`src/hw/rtl/in_order_release_reorder_buffer_macros.svh`:
```
// Assertion macros for the in-order release reorder buffer.
`ifndef IN_ORDER_RELEASE_REORDER_BUFFER_MACROS_SVH
`define IN_ORDER_RELEASE_REORDER_BUFFER_MACROS_SVH

// Checks a consequence in the same cycle as its antecedent.
`define IORRB_ASSERT_SAME(lbl, clk, rst_n, ante, cons, msg) \
    lbl: assert property (@(posedge clk) disable iff (!(rst_n)) (ante) |-> (cons)) \
        else $error(msg);

// Checks a consequence in the cycle after its antecedent.
`define IORRB_ASSERT_NEXT(lbl, clk, rst_n, ante, cons, msg) \
    lbl: assert property (@(posedge clk) disable iff (!(rst_n)) (ante) |=> (cons)) \
        else $error(msg);

`endif

```
`src/hw/rtl/iorrb_pkg.sv`:
```
// Shared types and constants of the in-order release reorder buffer.
`default_nettype none

package iorrb_pkg;

    localparam int unsigned SEQ_W    = 16;
    localparam int unsigned HANDLE_W = 16;
    localparam int unsigned STATUS_W = 2;

    typedef logic [STATUS_W-1:0] t_status;

    localparam t_status ST_DELIVERED = 2'd0;
    localparam t_status ST_BUFFERED  = 2'd1;
    localparam t_status ST_DUPLICATE = 2'd2;

    typedef struct packed {
        logic load;
        logic eval;
        logic drain;
    } t_dp_cmd;

    typedef struct packed {
        logic more;
    } t_dp_stat;

endpackage

`default_nettype wire

```
`src/hw/rtl/in_order_release_reorder_buffer.sv`:
```
// Top level of the in-order release reorder buffer.
// A packet beat is taken when start is high and busy is low. An out-of-order, duplicate or
// zero-handle packet gives one result. A packet carrying the expected sequence number is
// delivered and then releases the run of consecutive occupied slots after it, one per cycle,
// since each further release reads its handle through the single read port of the slot
// memory. Every result appears on the result ports for exactly one cycle, flagged by
// o_result_valid, starting the cycle after the item is evaluated, and o_last marks the
// final result of each item. The receiver cannot stall the block. Slot occupancy lives in
// flip-flops cleared by reset, so the block is ready in the cycle after reset is released.
`default_nettype none

`include "in_order_release_reorder_buffer_macros.svh"

module in_order_release_reorder_buffer #(
    parameter int unsigned SLOT_COUNT = 64
) (
    input  wire logic                              i_clk,
    input  wire logic                              i_rst_n,
    input  wire logic                              start,
    output logic                                   busy,
    input  wire logic [iorrb_pkg::SEQ_W-1:0]       i_seq_num,
    input  wire logic [iorrb_pkg::HANDLE_W-1:0]    i_payload_handle,
    output logic                                   o_result_valid,
    output logic [iorrb_pkg::STATUS_W-1:0]         o_status,
    output logic [iorrb_pkg::HANDLE_W-1:0]         o_delivered_handle,
    output logic [iorrb_pkg::SEQ_W-1:0]            o_delivered_seq,
    output logic                                   o_last
);

    iorrb_pkg::t_dp_cmd  w_cmd;
    iorrb_pkg::t_dp_stat w_stat;

    iorrb_ctrl u_ctrl (
        .i_clk   (i_clk),
        .i_rst_n (i_rst_n),
        .i_start (start),
        .i_stat  (w_stat),
        .o_cmd   (w_cmd),
        .o_busy  (busy)
    );

    iorrb_dp #(
        .SLOT_COUNT (SLOT_COUNT)
    ) u_dp (
        .i_clk              (i_clk),
        .i_rst_n            (i_rst_n),
        .i_cmd              (w_cmd),
        .o_stat             (w_stat),
        .i_seq_num          (i_seq_num),
        .i_payload_handle   (i_payload_handle),
        .o_result_valid     (o_result_valid),
        .o_status           (o_status),
        .o_delivered_handle (o_delivered_handle),
        .o_delivered_seq    (o_delivered_seq),
        .o_last             (o_last)
    );

    `IORRB_ASSERT_NEXT(a_accept_busy, i_clk, i_rst_n, start && !busy, busy, "Accepted beat did not raise busy.")
    `IORRB_ASSERT_SAME(a_busy_fall_last, i_clk, i_rst_n, $fell(busy), o_result_valid && o_last, "Busy fell without a final result.")
    `IORRB_ASSERT_SAME(a_nonlast_delivered, i_clk, i_rst_n, o_result_valid && !o_last, o_status == iorrb_pkg::ST_DELIVERED, "Non-final result is not a delivery.")
    `IORRB_ASSERT_SAME(a_reject_zero, i_clk, i_rst_n, o_result_valid && (o_status != iorrb_pkg::ST_DELIVERED), (o_delivered_handle == '0) && (o_delivered_seq == '0), "Non-delivery result carries data.")

endmodule

`default_nettype wire

```
`src/hw/rtl/iorrb_ctrl.sv`:
```
// Controller state machine of the in-order release reorder buffer.
`default_nettype none

module iorrb_ctrl (
    input  wire logic               i_clk,
    input  wire logic               i_rst_n,
    input  wire logic               i_start,
    input  wire iorrb_pkg::t_dp_stat i_stat,
    output iorrb_pkg::t_dp_cmd      o_cmd,
    output logic                    o_busy
);

    typedef enum logic [1:0] {
        S_IDLE,
        S_EVAL,
        S_DRAIN
    } t_state;

    t_state r_state;
    t_state n_state;
    logic   r_busy;

    always_comb begin
        n_state = r_state;
        unique case (r_state)
            S_IDLE: begin
                if (i_start) begin
                    n_state = S_EVAL;
                end
            end
            S_EVAL, S_DRAIN: begin
                n_state = i_stat.more ? S_DRAIN : S_IDLE;
            end
            default: begin
                n_state = S_IDLE;
            end
        endcase
    end

    always_ff @(posedge i_clk) begin
        if (!i_rst_n) begin
            r_state <= S_IDLE;
            r_busy  <= 1'b0;
        end else begin
            r_state <= n_state;
            r_busy  <= (n_state != S_IDLE);
        end
    end

    assign o_cmd.load  = i_start && (r_state == S_IDLE);
    assign o_cmd.eval  = (r_state == S_EVAL);
    assign o_cmd.drain = (r_state == S_DRAIN);
    assign o_busy      = r_busy;

endmodule

`default_nettype wire

```
`src/hw/rtl/iorrb_dp.sv`:
```
// Datapath of the in-order release reorder buffer: slot memory, occupancy and result register.
`default_nettype none

module iorrb_dp #(
    parameter int unsigned SLOT_COUNT = 64
) (
    input  wire logic                              i_clk,
    input  wire logic                              i_rst_n,
    input  wire iorrb_pkg::t_dp_cmd                i_cmd,
    output iorrb_pkg::t_dp_stat                    o_stat,
    input  wire logic [iorrb_pkg::SEQ_W-1:0]       i_seq_num,
    input  wire logic [iorrb_pkg::HANDLE_W-1:0]    i_payload_handle,
    output logic                                   o_result_valid,
    output iorrb_pkg::t_status                     o_status,
    output logic [iorrb_pkg::HANDLE_W-1:0]         o_delivered_handle,
    output logic [iorrb_pkg::SEQ_W-1:0]            o_delivered_seq,
    output logic                                   o_last
);

    localparam int unsigned SW = $clog2(SLOT_COUNT);
    localparam int unsigned CW = SW + 1;
    localparam logic [SW-1:0] SLOT_MASK = SW'(SLOT_COUNT - 1);

    logic [iorrb_pkg::HANDLE_W-1:0] r_mem [SLOT_COUNT];
    logic [iorrb_pkg::HANDLE_W-1:0] r_rd_data;
    logic [SLOT_COUNT-1:0]          r_valid;
    logic [iorrb_pkg::SEQ_W-1:0]    r_exp;
    logic [iorrb_pkg::SEQ_W-1:0]    r_seq;
    logic [iorrb_pkg::HANDLE_W-1:0] r_handle;
    logic [SW-1:0]                  r_slot;

    logic                           r_out_valid;
    iorrb_pkg::t_status             r_out_status;
    logic [iorrb_pkg::HANDLE_W-1:0] r_out_handle;
    logic [iorrb_pkg::SEQ_W-1:0]    r_out_seq;
    logic                           r_out_last;

    logic [SW-1:0] w_in_raw;
    logic [SW-1:0] w_in_slot;
    logic [CW-1:0] w_inc;
    logic [SW-1:0] w_nxt;
    logic          w_match;
    logic          w_hold;
    logic          w_release;
    logic          w_buffer;
    logic          w_more;

    assign w_in_raw  = i_seq_num[SW-1:0] & SLOT_MASK;
    assign w_in_slot = ({1'b0, w_in_raw} >= CW'(SLOT_COUNT)) ? '0 : w_in_raw;
    assign w_inc     = {1'b0, r_slot} + CW'(1);
    assign w_nxt     = (w_inc == CW'(SLOT_COUNT)) ? '0 : w_inc[SW-1:0];

    assign w_match   = (r_seq == r_exp) && (r_handle != '0);
    assign w_hold    = r_valid[r_slot];
    assign w_release = (i_cmd.eval && w_match) || i_cmd.drain;
    assign w_buffer  = i_cmd.eval && (r_handle != '0) && !w_match && !w_hold;
    assign w_more    = w_release && r_valid[w_nxt];

    assign o_stat.more = w_more;

    always_ff @(posedge i_clk) begin
        if (w_buffer) begin
            r_mem[r_slot] <= r_handle;
        end
        r_rd_data <= r_mem[w_nxt];
    end

    always_ff @(posedge i_clk) begin
        if (i_cmd.load) begin
            r_seq    <= i_seq_num;
            r_handle <= i_payload_handle;
            r_slot   <= w_in_slot;
        end else if (w_release) begin
            r_slot <= w_nxt;
        end
        r_out_last <= !w_more;
        if (w_release) begin
            r_out_status <= iorrb_pkg::ST_DELIVERED;
            r_out_handle <= i_cmd.drain ? r_rd_data : r_handle;
            r_out_seq    <= r_exp;
        end else begin
            r_out_status <= w_buffer ? iorrb_pkg::ST_BUFFERED : iorrb_pkg::ST_DUPLICATE;
            r_out_handle <= '0;
            r_out_seq    <= '0;
        end
    end

    always_ff @(posedge i_clk) begin
        if (!i_rst_n) begin
            r_valid     <= '0;
            r_exp       <= iorrb_pkg::SEQ_W'(1);
            r_out_valid <= 1'b0;
        end else begin
            r_out_valid <= i_cmd.eval || i_cmd.drain;
            if (w_buffer) begin
                r_valid[r_slot] <= 1'b1;
            end else if (w_release) begin
                r_valid[r_slot] <= 1'b0;
            end
            if (w_release) begin
                r_exp <= r_exp + iorrb_pkg::SEQ_W'(1);
            end
        end
    end

    assign o_result_valid     = r_out_valid;
    assign o_status           = r_out_status;
    assign o_delivered_handle = r_out_handle;
    assign o_delivered_seq    = r_out_seq;
    assign o_last             = r_out_last;

endmodule

`default_nettype wire
```
`config.mk`:
```
export PLATFORM = sky130hd
export DESIGN_NAME = in_order_release_reorder_buffer
export DESIGN_NICKNAME = d
export VERILOG_FILES = /design/src/hw/rtl/iorrb_pkg.sv /design/src/hw/rtl/in_order_release_reorder_buffer.sv /design/src/hw/rtl/iorrb_ctrl.sv /design/src/hw/rtl/iorrb_dp.sv
export VERILOG_INCLUDE_DIRS = /design/src /design/src/hw/rtl
export SDC_FILE = /design/constraint.sdc
export NUM_CORES = 1
export LEC_CHECK = 0
export ABC_CLOCK_PERIOD_IN_PS = 5650
export BUFFER_PORTS_ARGS = -buffer_cell sky130_fd_sc_hd__buf_2
export CELL_PAD_IN_SITES_DETAIL_PLACEMENT = 0
export CELL_PAD_IN_SITES_GLOBAL_PLACEMENT = 1
export CORE_MARGIN = 3
export CORE_UTILIZATION = 54
export CTS_CLUSTER_DIAMETER = 120
export DETAILED_ROUTE_END_ITERATION = 8
export GPL_ROUTABILITY_DRIVEN = 0
export PLACE_DENSITY = 0.88
export SLEW_MARGIN = 20
export SYNTH_ARGS = -nofsm -noshare
export SYNTH_HDL_FRONTEND = slang
export SYNTH_SLANG_ARGS = --single-unit
```
`constraint.sdc`:
```
create_clock -name i_clk -period 5.65 [get_ports i_clk]
set_clock_uncertainty 0.15 [all_clocks]
set_input_delay 0.8475 -clock i_clk [delete_from_list [all_inputs] [get_ports i_clk]]
set_output_delay 0.8475 -clock i_clk [all_outputs]
set_load 0.02 [all_outputs]
```
# Yosys cells after proc, flatten, opt, wreduce, memory -nomap -nowiden
# Memories as Yosys holds them, arrays and structs flattened. A register that Yosys moved wholly into a read port is not among the register bits.
# Cells that the tools add are included.
# W data, S select, Z words.
# word_totals
regBits	157
ram_bits	1024
input_bits	35
output_inout_bits	37
elab_cells	62
n_memories	1
# op_classes
add_sub_neg	2
magnitude_cmp	3
eq_ne	4
n_mux	18
n_bitwise	3
n_reduce_logical	19
# mem_list
memory	words	width	rd	rd_ports_with_merged_regs	wr	line_no	text
u_dp.r_mem	64	16	1	1	1	iorrb_dp.sv:24	logic [iorrb_pkg::HANDLE_W-1:0] r_mem [SLOT_COUNT];
# op_table
op	count
$mux W64	2
$and A64 B64 Y64	1
$not A64 Y64	1
$or A64 B64 Y64	1
$mux W6	3
$add A16 B1 Y16 const B	1
$eq A16 B16 Y1	1
$mux W16	1
$reduce_bool A16 Y1	1
$lt A6 B7 Y1 const B	2
$bmux W1 S6	2
$logic_and A1 B1 Y1	8
$add A6 B1 Y7 const B	1
$eq A7 B7 Y1 const B	1
$demux W1 S6	1
$ge A6 B1 Y1 const B	1
$mux W2	3
$reduce_bool A2 Y1	3
$mux W1	5
$pmux W2 S2	1
$logic_not A1 Y1	3
$eq A2 B1 Y1 const B	1
$eq A2 B2 Y1 const B	1
$logic_not A2 Y1	1
other kinds (2)	3

# Logic depth before layout (Yosys ltp)
# Gate-level depths: netlist of the first run.
# depth
word_depth	9
mapped_depth	14
mapped_depth_nobuf	8

# Cells and area by module
# From an unflattened synthesis of the first run, not the netlist that was laid out.
# unflattened
cells_unflattened	3860
hier_area_um2	47835.9
# modules_own_cells
mod	instances	cells_per_inst	area_each_um2	seq_area_each_um2
iorrb_dp	1	3842	47668.2	34533.1
iorrb_ctrl	1	18	167.7	60.1

# Worst setup path before layout of the first run
# OpenSTA, ideal clock, no wires.
# synth_path
kind	register to register
start	register u_dp.r_handle[11] (netlist name)
end	memory u_dp.r_mem[41][0] (netlist name) (enable)
setup_ps	409
arrival_time_ps	3402
required_ps	5091
setup_slack_ps	1688
stages_incl_launch_ff	7
path_buffers	0
synth_period_minus_slack_ps	3962
path_cell_list	edfxtp_1 > or4_1 > o41ai_1 > a2111o_1 > a211oi_1 > nand2_1 > nor3_1
# synth_between
elab_chain_len	7
elab_cells_between_ends	8
cone_classes	2 x mux; 6 x reduce/logical
# synth_rtl
item	line_no	text
start, declared	iorrb_dp.sv:29	logic [iorrb_pkg::HANDLE_W-1:0] r_handle;
start signal, assigned	iorrb_dp.sv:71	r_handle <= i_payload_handle;
$reduce_bool A16 Y1 (*)	iorrb_dp.sv:53, iorrb_dp.sv:56	
$logic_and A1 B1 Y1	iorrb_dp.sv:53	assign w_match = (r_seq == r_exp) && (r_handle != '0);
$logic_not A1 Y1	iorrb_dp.sv:56	assign w_buffer = i_cmd.eval && (r_handle != '0) && !w_match && !w_hold;
$logic_and A1 B1 Y1 (*) (2 in a row)	iorrb_dp.sv:56	
$mux W1 (*)	iorrb_dp.sv:62	if (w_buffer) begin
$mux W1 (not written as such) (*)	iorrb_dp.sv:63	r_mem[r_slot] <= r_handle;
end, declared	iorrb_dp.sv:24	
# Every way passes the cells marked *; elsewhere a longest branch is shown, timed or not.

# Worst setup path after layout of the first run
# layout_path
start	register u_dp.r_slot[0]
end	register u_dp.r_rd_data[4] (netlist name), read port of u_dp.r_mem
# layout_between
elab_chain_len	3
# layout_rtl
item	line_no	text
start, declared	iorrb_dp.sv:30	logic [SW-1:0] r_slot;
start signal, assigned	iorrb_dp.sv:72	r_slot <= w_in_slot;
start signal, assigned	iorrb_dp.sv:74	r_slot <= w_nxt;
$add A6 B1 Y7 (*)	iorrb_dp.sv:50	assign w_inc = {1'b0, r_slot} + CW'(1);
$eq A7 B7 Y1	iorrb_dp.sv:51	assign w_nxt = (w_inc == CW'(SLOT_COUNT)) ? '0 : w_inc[SW-1:0];
$mux W6 (*)	iorrb_dp.sv:51	
end, declared	iorrb_dp.sv:25	logic [iorrb_pkg::HANDLE_W-1:0] r_rd_data;
# Marks and branches as above.
# A chain may end at the register's enable or synchronous reset.

==> results of run 1 <==
[cell usage after synthesis, types with 7 or more instances]
library cell	number
xnor2_1	26
dfxtp_1	135
nand2_1	315
nor2_1	59
a22oi_1	7
and2_1	29
buf_2	43
o21ai_0	69
and3_1	40
buf_1	21
mux4_2	259
a31oi_1	23
nand3_1	105
o211ai_1	17
nand4_1	27
a311oi_1	50
edfxtp_1	1062
a21boi_1	38
a21boi_0	11
mux2i_1	41
clkbuf_1	102
nor3_1	13
nor2b_1	17
xor2_1	10
inv_1	53
a21oi_1	28
[state kept, by name, summed over array words and instances, names as in the netlist, named ones only]
register / count
u_ctrl.o_busy: 1
u_ctrl.r_state: 2
u_dp.o_delivered_handle: 16
u_dp.o_delivered_seq: 16
u_dp.o_last: 1
u_dp.o_result_valid: 1
u_dp.o_status: 2
u_dp.r_exp: 16
u_dp.r_handle: 16
u_dp.r_mem: 1024
u_dp.r_rd_data: 16
u_dp.r_seq: 16
u_dp.r_slot: 6
[area by class of cell]
class | instances | area [um2] | share of cell area
clock inverter | 62 | 620.6 | 0.01172
tap | 1144 | 1431 | 0.02703
antenna | 1 | 2.502 | 0.00004726
timing repair buffer | 171 | 1185 | 0.02238
clock buffer | 153 | 3224 | 0.06089
multi-input combinational | 1262 | 11690 | 0.2208
inverter | 54 | 202.7 | 0.003828
sequential | 1197 | 34590 | 0.6533
[cell families (layout without fill, tap and decap cells)]
group | count (synthesis) | count (layout) | synth area share
buf+inv | 224 | 440 | 0.01939
mux | 306 | 306 | 0.1340
fa+ha+maj | 6 | 6 | 0.001594
simple gates | 633 | 633 | 0.06184
compound gates | 281 | 281 | 0.04203
xor+xnor | 36 | 36 | 0.006694
other cells | 0 | 1 | 0
flops | 1197 | 1197 | 0.7345
[path summary, 6_finish.rpt]
path / endpoint / slack [ns]
min reg2reg: register / 0.34
max reg2reg: u_dp.r_rd_data[4] / 0.46
max: u_dp.r_rd_data[4] / 0.46
min: u_dp.r_seq[10] / 0.20
[per-layer routing]
metal / wire (um) / part of all wire / track usage
met1: 45280 / 0.39 / 0.3820
met2: 54710 / 0.47 / 0.4002
met3: 13710 / 0.12 / 0.05702
met4: 3726 / 0.032 / 0.08034
met5: 13 / 0.00011 / 0
[per-stage QoR]
stage,util,instance area (um2)
after floorplan,-,47100
after global placement,0.5720,49090
after detailed placement,0.5722,49100
after CTS,0.6170,52950
after global routing,0.6170,52950
final,0.6170,52950
[where the power goes]
part	leakage (nW)	total (W)	internal, W	switching, W
clock	1.90	0.00772	0.00448	0.00324
sequential	10.7	0.00979	0.00974	0.0000526
combinational	5.02	0.00215	0.000723	0.00143
total	17.6	0.0197	0.0149	0.00472
[worst max-delay path, cell delays in order, from the launching register on]
cell and delay (ns):
edfxtp_1 0.91, buf_4 0.36, buf_4 0.53, ha_4 0.86, buf_4 0.43, mux4_2 0.25
nand2_1 0.07, and3_1 0.25, a311oi_1 0.74, a31oi_1 0.26, a21oi_1 0.25
[cells in the final DEF (no fill, tap or decap), drive strengths merged, types with 10 or more instances in the layout]
cell and count:
a21boi 49, o21ai 69, dfxtp 135, nand4 27
o211ai 17, mux2i 41, xor2 10, mux4 259
a21oi 28, and2 29, nor3 13, a311oi 50
and3 40, edfxtp 1062, nand3 105, nand2 315
a31oi 23, buf 171, bufinv 10, clkbuf 153
clkinv 41, xnor2 26, nor2 59, nor2b 17
inv 60
==> impl_metrics.yaml, run 1 <==
outcome:
  status: "finished, final reports clean"
power:
  power_w: 0.01966
  ir_worst_vdd_v: 0.0002593
  p_leak_nw: 17.58
  power.density_nw_per_um2: 371.3
yosys:
  synth_edf_count: 1062
  synth_cells: 2683
  synthTopCellsByArea: "edfxtp_1 (68%), mux4_2 (12%), dfxtp_1 (5.7%)"
  async_reset_ff_frac: 0
  synth_nets: 2724
  yosysSeqAreaShare: 0.7345
  synth.distinct_cells: 64
  syn_area_per_cell_um2: 17.56
  netlist_area_um2: 47100
  synth_top_area_frac: 0.6771
  ys_warn_count: 0
  yosysTopAreaCell: "edfxtp_1"
  synthFlopType: "edfxtp_1"
  ys_ff_latch: 1197
grt:
  grt_pass1_wl_um: 175300
  grt_pass1_vias: 26214
  grt.total_usage: 0.2616
  grt-ovfl-total: 0
  grt_antenna_before_repair: 1
  grt_max_degree: 75
floorplan:
  start_util: 0.5489
  fp.dieArea_um2: 90800
  io_pins: 72
  die_w_um: 301.3
  core_area_um2: 85820
  dieHeight_um: 301.3
  fp-row-count: 107
placement:
  dp_slack_ns: 0.6371
  numPortBuffers: 71
  dpl.cell_count: 3828
  hpwl_um: 68460
critical_path:
  start_kind: "register"
  arrival_ns: 5.63
  r2r-start: "u_dp.r_slot[0]"
  crit_path_start: "u_dp.r_slot[0]"
  worstPathRequired_ns: 6.10
  crit_fanout: 54
  critPathCaptureType: "register"
  r2r_cells: 10
  worstSetupPathType: "register to register"
final_layout:
  area_growth_pct: 12.42
  fin_cells: 4044
  drive_gt1_frac: 0.2190
  final_nets: 2841
  nFillCells: 5793
routing:
  drt-pass1-iter-count: 6
  drc: 0
  ant_nets: 0
  wl_per_cell_um: 29.04
  vias: 26441
  drt_iter0_drc: 3819
  routed_wl_um: 117400
  routed_via_density: 6.538
timing:
  rsz0062_at_grt: "no"
  fmax_mhz: 192.8
  tightestPinTransition_ns: 1.106
  hold_viol: 0
  min_period_over_period: 0.9179
  worst_slack_ns: 0.4636
  whs_ns: 0.2031
  setup_viol: 0
  period_needed_ns: 5.186
  fin_tns_setup_ns: 0
  slew_headroom: 0.2572
  drv_slew: 0
clock_network:
  hold_buffers: 0
  clk-insertion-delay-late_ns: 0.68
  cts_inserted_buffers: 114
  cts-resized-gates: 0
  cts_setup_buffers: 0
  clk_path_buf_depth: 3
  cts_tree: "yes"
  clk_pin_slew_ns: 0.06
  cts.sinks: 1197
  htree_levels: 3
  cts_root_buf: "clkbuf_16"
worst_hold_path:
  holdPathStages: 1
  min_from: "i_seq_num[10]"
  hp-class: "input port to register"
run:
  drv_cap: 0
Power figures use the tool's default switching activity.
==> run 2: changes to the inputs <==
- CELL_PAD_IN_SITES_DETAIL_PLACEMENT: 0 -> 1
- CELL_PAD_IN_SITES_GLOBAL_PLACEMENT: 1 -> 2
- CORE_UTILIZATION: 54 -> 48
==> impl_metrics.yaml, run 2 (same netlist as run 1, synthesis figures left out) <==
clock_network:
  htree_levels: 3
  cts.sinks: 1197
  hold_buffers: 0
  clk_pin_slew_ns: 0.06
  clk_path_buf_depth: 3
  cts-resized-gates: 0
  clk-insertion-delay-late_ns: 0.72
  cts_tree: "yes"
  cts_setup_buffers: 0
  cts_inserted_buffers: 118
  cts_root_buf: "clkbuf_16"
outcome:
  status: "finished, final reports clean"
placement:
  dp_slack_ns: 0.7570
  hpwl_um: 81230
  dpl_cell_area_um2: 49290
  numPortBuffers: 71
timing:
  drv_slew: 0
  fin_tns_setup_ns: 0
  fmax_mhz: 196.1
  worst_slack_ns: 0.5495
  setup_viol: 0
  rsz0062_at_grt: "no"
  hold_viol: 0
  min_period_over_period: 0.9027
  tightestPinTransition_ns: 1.211
  period_needed_ns: 5.101
  slew_headroom: 0.1874
floorplan:
  fp-row-count: 114
  io_pins: 72
  die_w_um: 319.3
  fp.dieArea_um2: 101900
  start_util: 0.4856
  dieHeight_um: 319.3
  core_area_um2: 96990
grt:
  grt-ovfl-total: 0
  grt_pass1_vias: 27787
  grt_max_degree: 86
  grt_antenna_before_repair: 1
  grt_pass1_wl_um: 197400
  grt.total_usage: 0.2643
critical_path:
  critPathCaptureType: "register"
  start_kind: "register"
  r2r_cells: 8
  crit_fanout: 39
  worstPathRequired_ns: 6.08
  arrival_ns: 5.53
  worstSetupPathType: "register to register"
final_layout:
  layout_commonest_cell: "edfxtp_1"
  largest_register: "u_dp.r_mem"
  final_nets: 2842
  area_growth_pct: 13.29
  antennaDiodeCount: 0
  most-common-layout-cells: "edfxtp_1 (1062), nand2_1 (315), mux4_2 (259)"
  nFillCells: 8761
  largest_register_ffs: 1024
  fin_area_um2: 53360
  drive_gt1_frac: 0.2163
routing:
  routed_via_density: 6.443
  wl_per_cell_um: 32.14
  drc: 0
  routed_wl_um: 134300
  drt_iter0_drc: 3422
  ant_nets: 0
  vias: 26931
  drt-pass1-iter-count: 5
worst_hold_path:
  hp-class: "input port to register"
  holdPathStages: 1
power:
  ir_worst_vdd_v: 0.0002728
  p_leak_nw: 17.67
  power.density_nw_per_um2: 379.5
run:
  drv_cap: 0
run 2: layout make-up:
cell class                 instances  area, um2  area share
inverter                          54      202.7    0.003799
multi-input combinational       1262      11710      0.2194
timing repair buffer             168       1196     0.02242
clock inverter                    59      669.4     0.01255
sequential                      1197      34590      0.6483
clock buffer                     164       3395     0.06362
tap                             1276       1597     0.02992
run 2: path summary, 6_finish.rpt:
kind | from | end | slack (ns)
setup / recovery | u_dp.r_slot[0] | u_dp.r_rd_data[12] | 0.55
hold / removal | i_payload_handle[5] | u_dp.r_handle[5] | 0.16
setup reg to reg | u_dp.r_slot[0] | u_dp.r_rd_data[12] | 0.55
hold reg to reg | u_dp.r_rd_data[12] | u_dp.o_delivered_handle[12] | 0.35
run 2: worst max-delay path: stages (launching register included):
cell,delay [ns]
edfxtp_1,0.78
buf_4,0.60
and3_1,0.84
xnor2_2,0.47
buf_4,0.40
buf_4,0.24
a311oi_1,0.73
a31oi_1,0.29
a21oi_1,0.43
run 2: per-stage QoR:
stage	instances	total power (W)	util	hold slack (ns)
2_1_floorplan	2683	0.01125	-	0.2906
3_3_place_gp	3957	0.01214	0.5081	0.3258
3_5_place_dp	3957	0.01221	0.5082	0.3238
4_1_cts	4180	0.02032	0.5501	0.1236
5_1_grt	4180	0.02081	0.5501	0.1353
6_report	4180	0.02025	0.5501	0.1570
run 2: metal layers:
metal,share of wire,vias up,global-route usage
met5,0,-,0
met4,0.032,0,0.08605
met3,0.095,217,0.05102
met2,0.47,1648,0.4118
met1,0.40,14185,0.3797
li1,-,10881,-
run 2: power breakdown:
group | total, W | switching, W | internal, W | leakage [nW]
Clock | 0.00818 | 0.00342 | 0.00476 | 1.99
Sequential | 0.00983 | 0.0000929 | 0.00974 | 10.7
Combinational | 0.00224 | 0.00151 | 0.000734 | 5.02
